==> src/rtl/fbp_pkg.sv <==
// Shared types and constants for the fuzzy brake pressure block.
// Leaf package: no dependencies.
package fbp_pkg;

  localparam int LEVEL_W    = 7;
  localparam int IN_W       = 8;
  localparam int PRESSURE_W = 15;
  localparam int WEIGHT_W   = 13;
  localparam int OUT_FRAC   = 8;
  localparam int N_DIST     = 5;
  localparam int N_SPEED    = 4;
  localparam int N_LEVEL    = 4;

  typedef enum logic [1:0] {
    LVL_NONE   = 2'd0,
    LVL_LIGHT  = 2'd1,
    LVL_MEDIUM = 2'd2,
    LVL_STRONG = 2'd3
  } lvl_e_t;

  typedef lvl_e_t grid_row_t [N_SPEED];

  localparam grid_row_t RULE_GRID [N_DIST] = '{
    '{LVL_NONE, LVL_MEDIUM, LVL_STRONG, LVL_STRONG},
    '{LVL_NONE, LVL_LIGHT,  LVL_STRONG, LVL_STRONG},
    '{LVL_NONE, LVL_LIGHT,  LVL_STRONG, LVL_STRONG},
    '{LVL_NONE, LVL_NONE,   LVL_MEDIUM, LVL_MEDIUM},
    '{LVL_NONE, LVL_NONE,   LVL_LIGHT,  LVL_LIGHT}
  };

endpackage

==> src/rtl/fuzzy_brake_pressure_top.sv <==
// Top level of the fuzzy brake pressure block: config registers and pipeline.
// Depends on fbp_pkg, fbp_fuzzify, fbp_rules and fbp_div.
//
// One distance/speed word is taken every cycle; busy never rises and
// cfg_ready is always high. Each word gives one result on out_strobe
// after fuzzification, rule evaluation and accumulation stages, a divider
// input register and a 15-stage divider that settles one quotient bit per
// stage. Results cannot be held off by the receiver. No clearing pass after reset.
// Write the level registers only while idle.
module fuzzy_brake_pressure_top import fbp_pkg::*; #(
  parameter int FRACTION_BITS = 8
) (
  input  logic                  clk,
  input  logic                  rst_n,
  input  logic                  start,
  output logic                  busy,
  input  logic [IN_W-1:0]       in_distance,
  input  logic [IN_W-1:0]       in_speed,
  output logic                  out_strobe,
  output logic [PRESSURE_W-1:0] out_pressure,
  output logic [WEIGHT_W-1:0]   out_total_weight,
  input  logic                  cfg_valid,
  output logic                  cfg_ready,
  input  logic [1:0]            cfg_index,
  input  logic [LEVEL_W-1:0]    cfg_data
);

  localparam int MW  = FRACTION_BITS + 1;
  localparam int TW  = MW + 5;
  localparam int AW  = TW + LEVEL_W + 2;
  localparam int LAT = 7 + PRESSURE_W;

  logic [LEVEL_W-1:0] lvl_r [N_LEVEL];
  logic [MW-1:0]      dm [N_DIST];
  logic [MW-1:0]      sm [N_SPEED];
  logic               mem_vld;
  logic               acc_vld;
  logic [TW-1:0]      total;
  logic [AW-1:0]      acc;
  logic               in_vld;

  assign busy      = 1'b0;
  assign cfg_ready = 1'b1;
  assign in_vld    = start & ~busy;

  always_ff @(posedge clk) begin
    if (!rst_n) begin
      lvl_r[LVL_NONE]   <= LEVEL_W'(1);
      lvl_r[LVL_LIGHT]  <= LEVEL_W'(15);
      lvl_r[LVL_MEDIUM] <= LEVEL_W'(45);
      lvl_r[LVL_STRONG] <= LEVEL_W'(80);
    end else if (cfg_valid && cfg_ready) begin
      unique case (lvl_e_t'(cfg_index))
        LVL_NONE:   lvl_r[LVL_NONE]   <= cfg_data;
        LVL_LIGHT:  lvl_r[LVL_LIGHT]  <= cfg_data;
        LVL_MEDIUM: lvl_r[LVL_MEDIUM] <= cfg_data;
        LVL_STRONG: lvl_r[LVL_STRONG] <= cfg_data;
        default:    ;
      endcase
    end
  end

  fbp_fuzzify #(.FRACTION_BITS(FRACTION_BITS)) u_fuzz (
    .clk      (clk),
    .rst_n    (rst_n),
    .in_vld   (in_vld),
    .distance (in_distance),
    .speed    (in_speed),
    .mem_vld  (mem_vld),
    .dm       (dm),
    .sm       (sm)
  );

  fbp_rules #(.FRACTION_BITS(FRACTION_BITS)) u_rules (
    .clk     (clk),
    .rst_n   (rst_n),
    .mem_vld (mem_vld),
    .dm      (dm),
    .sm      (sm),
    .lvl     (lvl_r),
    .acc_vld (acc_vld),
    .total   (total),
    .acc     (acc)
  );

  fbp_div #(.AW(AW), .TW(TW)) u_div (
    .clk              (clk),
    .rst_n            (rst_n),
    .acc_vld          (acc_vld),
    .acc              (acc),
    .total            (total),
    .out_strobe       (out_strobe),
    .out_pressure     (out_pressure),
    .out_total_weight (out_total_weight)
  );

  a_latency_hit: assert property (@(posedge clk) disable iff (!rst_n)
    start |-> ##LAT out_strobe)
    else $error("result missing after accepted word");

  a_latency_none: assert property (@(posedge clk) disable iff (!rst_n)
    !start |-> ##LAT !out_strobe)
    else $error("result without accepted word");

  a_pressure_bound: assert property (@(posedge clk) disable iff (!rst_n)
    out_strobe |-> out_pressure <= PRESSURE_W'(127 * 256))
    else $error("pressure above largest level");

endmodule

==> src/rtl/fbp_fuzzify.sv <==
// Input register and membership stage: distance and speed to Q1.F memberships.
// Depends on fbp_pkg.
module fbp_fuzzify import fbp_pkg::*; #(
  parameter int FRACTION_BITS = 8
) (
  input  logic                     clk,
  input  logic                     rst_n,
  input  logic                     in_vld,
  input  logic [IN_W-1:0]          distance,
  input  logic [IN_W-1:0]          speed,
  output logic                     mem_vld,
  output logic [FRACTION_BITS:0]   dm [N_DIST],
  output logic [FRACTION_BITS:0]   sm [N_SPEED]
);

  localparam int MW  = FRACTION_BITS + 1;
  localparam int ONE = 1 << FRACTION_BITS;

  logic            vld_r;
  logic [IN_W-1:0] d_r;
  logic [IN_W-1:0] v_r;
  logic [MW-1:0]   r10 [11];
  logic [MW-1:0]   r25 [26];
  logic [MW-1:0]   r20 [21];
  logic [MW-1:0]   dm_nxt [N_DIST];
  logic [MW-1:0]   sm_nxt [N_SPEED];
  logic [MW-1:0]   dm_r [N_DIST];
  logic [MW-1:0]   sm_r [N_SPEED];
  logic            mvld_r;
  logic [IN_W:0]   d2;
  logic [IN_W:0]   v2;

  for (genvar k = 0; k < 11; k++) begin : g_r10
    assign r10[k] = MW'((k * ONE + 5) / 10);
  end
  for (genvar k = 0; k < 26; k++) begin : g_r25
    assign r25[k] = MW'((k * ONE + 12) / 25);
  end
  for (genvar k = 0; k < 21; k++) begin : g_r20
    assign r20[k] = MW'((k * ONE + 10) / 20);
  end

  function automatic logic [4:0] tri_num(input logic [IN_W:0] x2, input logic [IN_W:0] a2,
                                         input logic [IN_W:0] p2, input logic [IN_W:0] b2);
    logic [IN_W:0] xf;
    xf = '0;
    if (x2 <= a2 || x2 >= b2) begin
      return 5'd0;
    end
    xf = (x2 > p2) ? ((p2 << 1) - x2) : x2;
    return 5'(xf - a2);
  endfunction

  function automatic logic [4:0] rise_num(input logic [IN_W:0] x2, input logic [IN_W:0] a2);
    if (x2 <= a2) begin
      return 5'd0;
    end
    return 5'(x2 - a2);
  endfunction

  always_comb begin
    d2 = {d_r, 1'b0};
    v2 = {v_r, 1'b0};
    sm_nxt[0] = (v_r < IN_W'(2)) ? MW'(ONE) : '0;
    sm_nxt[1] = r10[4'(tri_num(v2, 9'd0, 9'd10, 9'd20))];
    sm_nxt[2] = r25[tri_num(v2, 9'd10, 9'd35, 9'd60)];
    sm_nxt[3] = (v2 >= 9'd75) ? MW'(ONE) : r25[rise_num(v2, 9'd50)];
    dm_nxt[0] = (d_r < IN_W'(2)) ? MW'(ONE) : '0;
    dm_nxt[1] = r10[4'(tri_num(d2, 9'd0, 9'd10, 9'd20))];
    dm_nxt[2] = r25[tri_num(d2, 9'd10, 9'd35, 9'd60)];
    dm_nxt[3] = r20[tri_num(d2, 9'd40, 9'd60, 9'd80)];
    dm_nxt[4] = (d2 >= 9'd80) ? MW'(ONE) : r20[rise_num(d2, 9'd60)];
  end

  always_ff @(posedge clk) begin
    if (!rst_n) begin
      vld_r  <= 1'b0;
      mvld_r <= 1'b0;
    end else begin
      vld_r  <= in_vld;
      mvld_r <= vld_r;
    end
    d_r  <= distance;
    v_r  <= speed;
    dm_r <= dm_nxt;
    sm_r <= sm_nxt;
  end

  assign mem_vld = mvld_r;
  assign dm      = dm_r;
  assign sm      = sm_r;

endmodule

==> src/rtl/fbp_rules.sv <==
// Rule grid: cell strengths, per-level sums, level products and accumulation.
// Depends on fbp_pkg.
module fbp_rules import fbp_pkg::*; #(
  parameter int FRACTION_BITS = 8
) (
  input  logic                           clk,
  input  logic                           rst_n,
  input  logic                           mem_vld,
  input  logic [FRACTION_BITS:0]         dm [N_DIST],
  input  logic [FRACTION_BITS:0]         sm [N_SPEED],
  input  logic [LEVEL_W-1:0]             lvl [N_LEVEL],
  output logic                           acc_vld,
  output logic [FRACTION_BITS+5:0]       total,
  output logic [FRACTION_BITS+LEVEL_W+7:0] acc
);

  localparam int MW = FRACTION_BITS + 1;
  localparam int TW = MW + 5;
  localparam int PW = TW + LEVEL_W;
  localparam int AW = PW + 2;

  logic [MW-1:0] cell_nxt [N_DIST][N_SPEED];
  logic [MW-1:0] cell_r   [N_DIST][N_SPEED];
  logic [TW-1:0] wsum_nxt [N_LEVEL];
  logic [TW-1:0] wsum_r   [N_LEVEL];
  logic [TW-1:0] tot_nxt;
  logic [TW-1:0] tot1_r;
  logic [TW-1:0] tot2_r;
  logic [TW-1:0] tot3_r;
  logic [PW-1:0] prod_r   [N_LEVEL];
  logic [AW-1:0] acc_r;
  logic [2:0]    vld_r;
  logic          avld_r;

  always_comb begin
    for (int i = 0; i < N_DIST; i++) begin
      for (int j = 0; j < N_SPEED; j++) begin
        cell_nxt[i][j] = (dm[i] < sm[j]) ? dm[i] : sm[j];
      end
    end
  end

  always_comb begin
    tot_nxt = '0;
    for (int k = 0; k < N_LEVEL; k++) begin
      wsum_nxt[k] = '0;
      for (int i = 0; i < N_DIST; i++) begin
        for (int j = 0; j < N_SPEED; j++) begin
          if (RULE_GRID[i][j] == lvl_e_t'(k)) begin
            wsum_nxt[k] = wsum_nxt[k] + TW'(cell_r[i][j]);
          end
        end
      end
      tot_nxt = tot_nxt + wsum_nxt[k];
    end
  end

  always_ff @(posedge clk) begin
    if (!rst_n) begin
      vld_r  <= '0;
      avld_r <= 1'b0;
    end else begin
      vld_r  <= {vld_r[1:0], mem_vld};
      avld_r <= vld_r[2];
    end
    cell_r <= cell_nxt;
    wsum_r <= wsum_nxt;
    tot1_r <= tot_nxt;
    for (int k = 0; k < N_LEVEL; k++) begin
      prod_r[k] <= PW'(wsum_r[k] * lvl[k]);
    end
    tot2_r <= tot1_r;
    acc_r  <= AW'(prod_r[0]) + AW'(prod_r[1]) + AW'(prod_r[2]) + AW'(prod_r[3]);
    tot3_r <= tot2_r;
  end

  assign acc_vld = avld_r;
  assign total   = tot3_r;
  assign acc     = acc_r;

endmodule

==> src/rtl/fbp_div.sv <==
// Pipelined restoring divider, one quotient bit per stage, with rounding.
// Depends on fbp_pkg.
module fbp_div import fbp_pkg::*; #(
  parameter int AW = 24,
  parameter int TW = 14
) (
  input  logic                  clk,
  input  logic                  rst_n,
  input  logic                  acc_vld,
  input  logic [AW-1:0]         acc,
  input  logic [TW-1:0]         total,
  output logic                  out_strobe,
  output logic [PRESSURE_W-1:0] out_pressure,
  output logic [WEIGHT_W-1:0]   out_total_weight
);

  localparam int QW = PRESSURE_W;
  localparam int CW = AW + OUT_FRAC + QW;

  logic [CW-1:0] rem_r [QW+1];
  logic [TW-1:0] den_r [QW+1];
  logic [QW-1:0] quo_r [QW+1];
  logic          vld_r [QW+1];

  always_ff @(posedge clk) begin
    if (!rst_n) begin
      vld_r[0] <= 1'b0;
    end else begin
      vld_r[0] <= acc_vld;
    end
    rem_r[0] <= (CW'(acc) << OUT_FRAC) + CW'(total >> 1);
    den_r[0] <= total;
    quo_r[0] <= '0;
  end

  for (genvar k = 0; k < QW; k++) begin : g_stage
    logic [CW-1:0] sub;
    logic          take;
    assign sub  = CW'(den_r[k]) << (QW - 1 - k);
    assign take = (den_r[k] != '0) && (rem_r[k] >= sub);

    always_ff @(posedge clk) begin
      if (!rst_n) begin
        vld_r[k+1] <= 1'b0;
      end else begin
        vld_r[k+1] <= vld_r[k];
      end
      rem_r[k+1] <= take ? (rem_r[k] - sub) : rem_r[k];
      den_r[k+1] <= den_r[k];
      quo_r[k+1] <= {quo_r[k][QW-2:0], take};
    end
  end

  assign out_strobe       = vld_r[QW];
  assign out_pressure     = quo_r[QW];
  assign out_total_weight = WEIGHT_W'(den_r[QW]);

endmodule

==> config.mk <==
export PLATFORM = sky130hd
export DESIGN_NAME = fuzzy_brake_pressure_top
export DESIGN_NICKNAME = d
export VERILOG_FILES = /design/src/rtl/fbp_pkg.sv /design/src/rtl/fuzzy_brake_pressure_top.sv /design/src/rtl/fbp_fuzzify.sv /design/src/rtl/fbp_rules.sv /design/src/rtl/fbp_div.sv
export SDC_FILE = /design/constraint.sdc
export NUM_CORES = 2
export LEC_CHECK = 0
export BUFFER_PORTS_ARGS = -buffer_cell sky130_fd_sc_hd__buf_2
export CAP_MARGIN = 0
export CORE_ASPECT_RATIO = 1.5
export CORE_MARGIN = 4
export CORE_UTILIZATION = 40
export CTS_BUF_LIST = sky130_fd_sc_hd__clkbuf_4 sky130_fd_sc_hd__clkbuf_8 sky130_fd_sc_hd__clkbuf_16
export DETAILED_ROUTE_END_ITERATION = 10
export PLACE_DENSITY = 0.65
export SLEW_MARGIN = 10
export SYNTH_ARGS = -nofsm -noshare
export SYNTH_HDL_FRONTEND = slang
export SYNTH_SLANG_ARGS = --single-unit
export TNS_END_PERCENT = 100
==> constraint.sdc <==
create_clock -name clk -period 7.2 [get_ports clk]
set_input_delay 0.36 -clock clk [delete_from_list [all_inputs] [get_ports clk]]
set_output_delay 0.36 -clock clk [all_outputs]
set_load 0.005 [all_outputs]
==> metrics.cfg <==
[clock_tree]
root_buffer = clkbuf_16
post-cts-setup-buffer-count = 0
cts_made_buffers = 141
cts_tree = done
clk_latency_ns = 0.80
cts_max_level = 4
clk_pin_slew_ns = 0.07
cts.sinks = 1404
clock_path_buffers = 3

[placed_design]
place.gp.congestion = 0.947
io_buffer_count = 57
dp_cells = 9792
place_hpwl_mm = 148

[sta]
finalCriticalPeriod_ns = 6.82
maxSlewHeadroom_pct = 14.6
setup_violations = 0
fin_crit_sh_pct = 94.7
finalSetupTns_ns = 0
finClkSkew_ns = 0.0423
maxSlewViolCount = 0
hold_slack_ns = 0.0726
rsz0062_at_grt = false
fmax_mhz = 147
worstMarginPinSlew_ns = 1.27
finalHoldViolCount = 0

[detailed_routing]
dr_total_vias = 51800
ant_nets = 0
firstDrtPassIters = 5
via_per_inst = 5.14
drtIter0Drc = 2395
drc_errors = 0
finalWirelength_mm = 183
wl_per_cell_um = 18.2

[floorplan]
die_x_um = 354
dieArea_um2 = 187000
die_h_um = 527
start_util_pct = 40.2
core_area_um2 = 179000
rows = 190
num_io_pins = 60

[yosys]
synth_most_common_cell = dfxtp_1
synth.top_cells.by_count = 1,404 x dfxtp_1, 781 x inv_1, 661 x nand2_1
synthFlopType = dfxtp_1
yosysTopAreaCell = dfxtp_1
synth_cell_types = 97
synth-async-reset-ratio_pct = 0
ys_seq_elements = 1404
yosys-top-cells-area = dfxtp_1 39%, ha_1 11%, fa_1 8.9%
synth_edf_count = 0
netlist_instances = 7434
syn_avg_cell_area_um2 = 9.66
yosys_warnings = 0
ys_seq_area_share_pct = 39.1
synth_top_area_share_pct = 39.1
syn-cell-area_um2 = 71800

[power]
pwr-share-comb_pct = 45.0
vdd_drop_max_mv = 0.304
p_sw_mw = 15.7
powerDensity_nw_per_um2 = 480
clockPowerShare_pct = 20.6
seqPwrFrac_pct = 34.4
p_int_mw = 22.9
swShare_pct = 40.6
p_leak_nw = 36.5

[worst_setup_path]
r2r-end = u_rules.tot1_r[12]
cp.required_ns = 7.94
slowest_stage = fa_1
r2r_cells = 28
crit_fanout = 5
cp.buffers_inverters = 4
regToRegStartpoint = u_rules.cell_r[144]
arrival_ns = 7.55
cp_top_family = adder cells
regToRegSetupSlack_ns = 0.38
cpMostUsedCell = fa_1
cp_slowest_stage_delay_ns = 0.52
criticalPathCategory = flip-flop to flip-flop
endpoint_kind = flip-flop
start_kind = flip-flop

[grt]
grt_pass1_vias = 53900
use_met3_pct = 2.50
use_met1_pct = 16.7
grt_max_degree = 51
antenna_found_initial = 5
busiest_layer = met2
overflow = 0
grt_pass1_wl_mm = 287
grtUsageTotal_pct = 19.4
grt_util_met2_pct = 39.9

[worst_hold_path]
hp-start = rst_n
holdPathEnd = lvl_r[14]
whs_path_depth = 2
hold_path.class = input port to flip-flop

[status]
outcome = finished clean

[layout]
final_nets = 8561
final_cells = 10100
area_growth_pct = 11.8
register_area_um2 = 28100
multi_input_area_um2 = 40400
filler_cell_count = 16800
drive_gt1_share_pct = 7.23

[run]
max-cap-violations = 0

==> per-stage QoR <==
stage / setup WS, ns / instance area (um2) / total power, mW / util, %
global route: 0.00593 / 80300 / 41.5 / 45.0
CTS: 0.306 / 80300 / 38.9 / 45.0
global placement: 0.307 / 74900 / 30.3 / 41.9
floorplan: 0.881 / 71900 / 25.5 / -
finish: 0.384 / 80300 / 38.6 / 45.0
detailed placement: 0.287 / 74900 / 30.7 / 41.9
==> logic make-up after synthesis <==
logic type / after synthesis / synth area share [%]
AO/OA/AOI/OAI: 1154 / 10.3
XOR/XNOR: 629 / 7.67
adder cells (fa/ha/maj): 968 / 20.2
buffers and inverters: 909 / 4.81
flip-flops: 1404 / 39.1
multiplexers: 162 / 2.49
other: 2 / 0.0105
AND/OR/NAND/NOR: 2206 / 15.4
==> what timing repair did <==
action	CTS	global route
resized for setup	0	1
endpoints found under the setup margin	0	1
hold buffers	29	0
hold endpoints to repair	45	0
==> power groups by stage <==
stage	sequential (mW)	clock (mW)	combinational [mW]
after floorplan	12.2	0	13.3
after global placement	13.4	0	17.0
after detailed placement	13.4	0	17.3
after CTS	13.3	8.18	17.4
after global routing	13.5	8.47	19.5
final	13.3	7.96	17.4
==> cells in the final DEF, fill, tap and decap left out, types with 17 or more instances in the layout <==
master	Yosys	layout
o21bai_1	48	48
o21a_1	54	54
xor2_1	305	305
nor4_1	131	131
a21o_1	115	115
dlygate4sd3_1	0	29
buf_2	14	57
and3_1	28	28
mux2i_1	26	26
nand2b_1	106	106
nand4_1	79	79
a21oi_1	287	285
nor2b_1	78	78
clkinv_2	0	21
nand3b_1	17	17
nand3_1	97	97
nor2_1	393	393
mux2_2	136	136
a31oi_1	36	35
clkbuf_8	0	23
clkbuf_16	0	143
or3_1	84	84
o211ai_1	23	23
dfxtp_1	1404	1404
buf_4	3	21
and2_1	199	199
or4_1	37	37
ha_1	647	647
inv_1	781	781
a211oi_1	42	42
nand2_1	661	661
xnor2_1	324	324
or2_2	36	36
nor3_1	190	190
fa_1	321	321
o31ai_1	59	56
bufinv_16	0	20
o21ai_0	316	315
a21boi_0	37	37
==> final cells by class <==
class / count / area share [%]
Multi-Input combinational cell: 5128 / 50.3
Sequential cell: 1404 / 35.0
Clock buffer: 179 / 4.97
Tap cell: 2400 / 3.74
Inverter: 782 / 3.65
Clock inverter: 77 / 1.45
Timing Repair Buffer: 107 / 0.913
Antenna cell: 1 / 0.00312
==> state kept, by name, summed over array words and instances (netlist names), 25 cells and up <==
signal	count
u_div.den_r	223
u_div.rem_r	584
u_rules.cell_r	161
u_rules.wsum_r	46
u_div.quo_r	120
u_fuzz.dm	32
lvl_r	28
u_fuzz.sm	25
u_rules.prod_r	82
==> routing by layer <==
metal / part of all wire [%] / vias to the layer above
met3: 3.1 / 631
met1: 32 / 24700
met2: 57 / 1191
met4: 8.4 / 0
met5: 0 / -
li1: - / 25300
==> worst max-delay path by stage <==
stage | from | to | slack, ns | cells past startpoint
floorplan | u_rules.cell_r[144] | u_rules.tot1_r[12] | 0.88 | 27
global placement | u_rules.cell_r[144] | u_rules.tot1_r[12] | 0.31 | 28
detailed placement | u_rules.cell_r[144] | u_rules.tot1_r[12] | 0.29 | 28
CTS | u_rules.cell_r[144] | u_rules.tot1_r[12] | 0.31 | 28
global route | u_rules.cell_r[144] | u_rules.tot1_r[12] | 0.006 | 28
finish | u_rules.cell_r[144] | u_rules.tot1_r[12] | 0.38 | 28
Note: power is estimated with default switching activity, not from simulation.
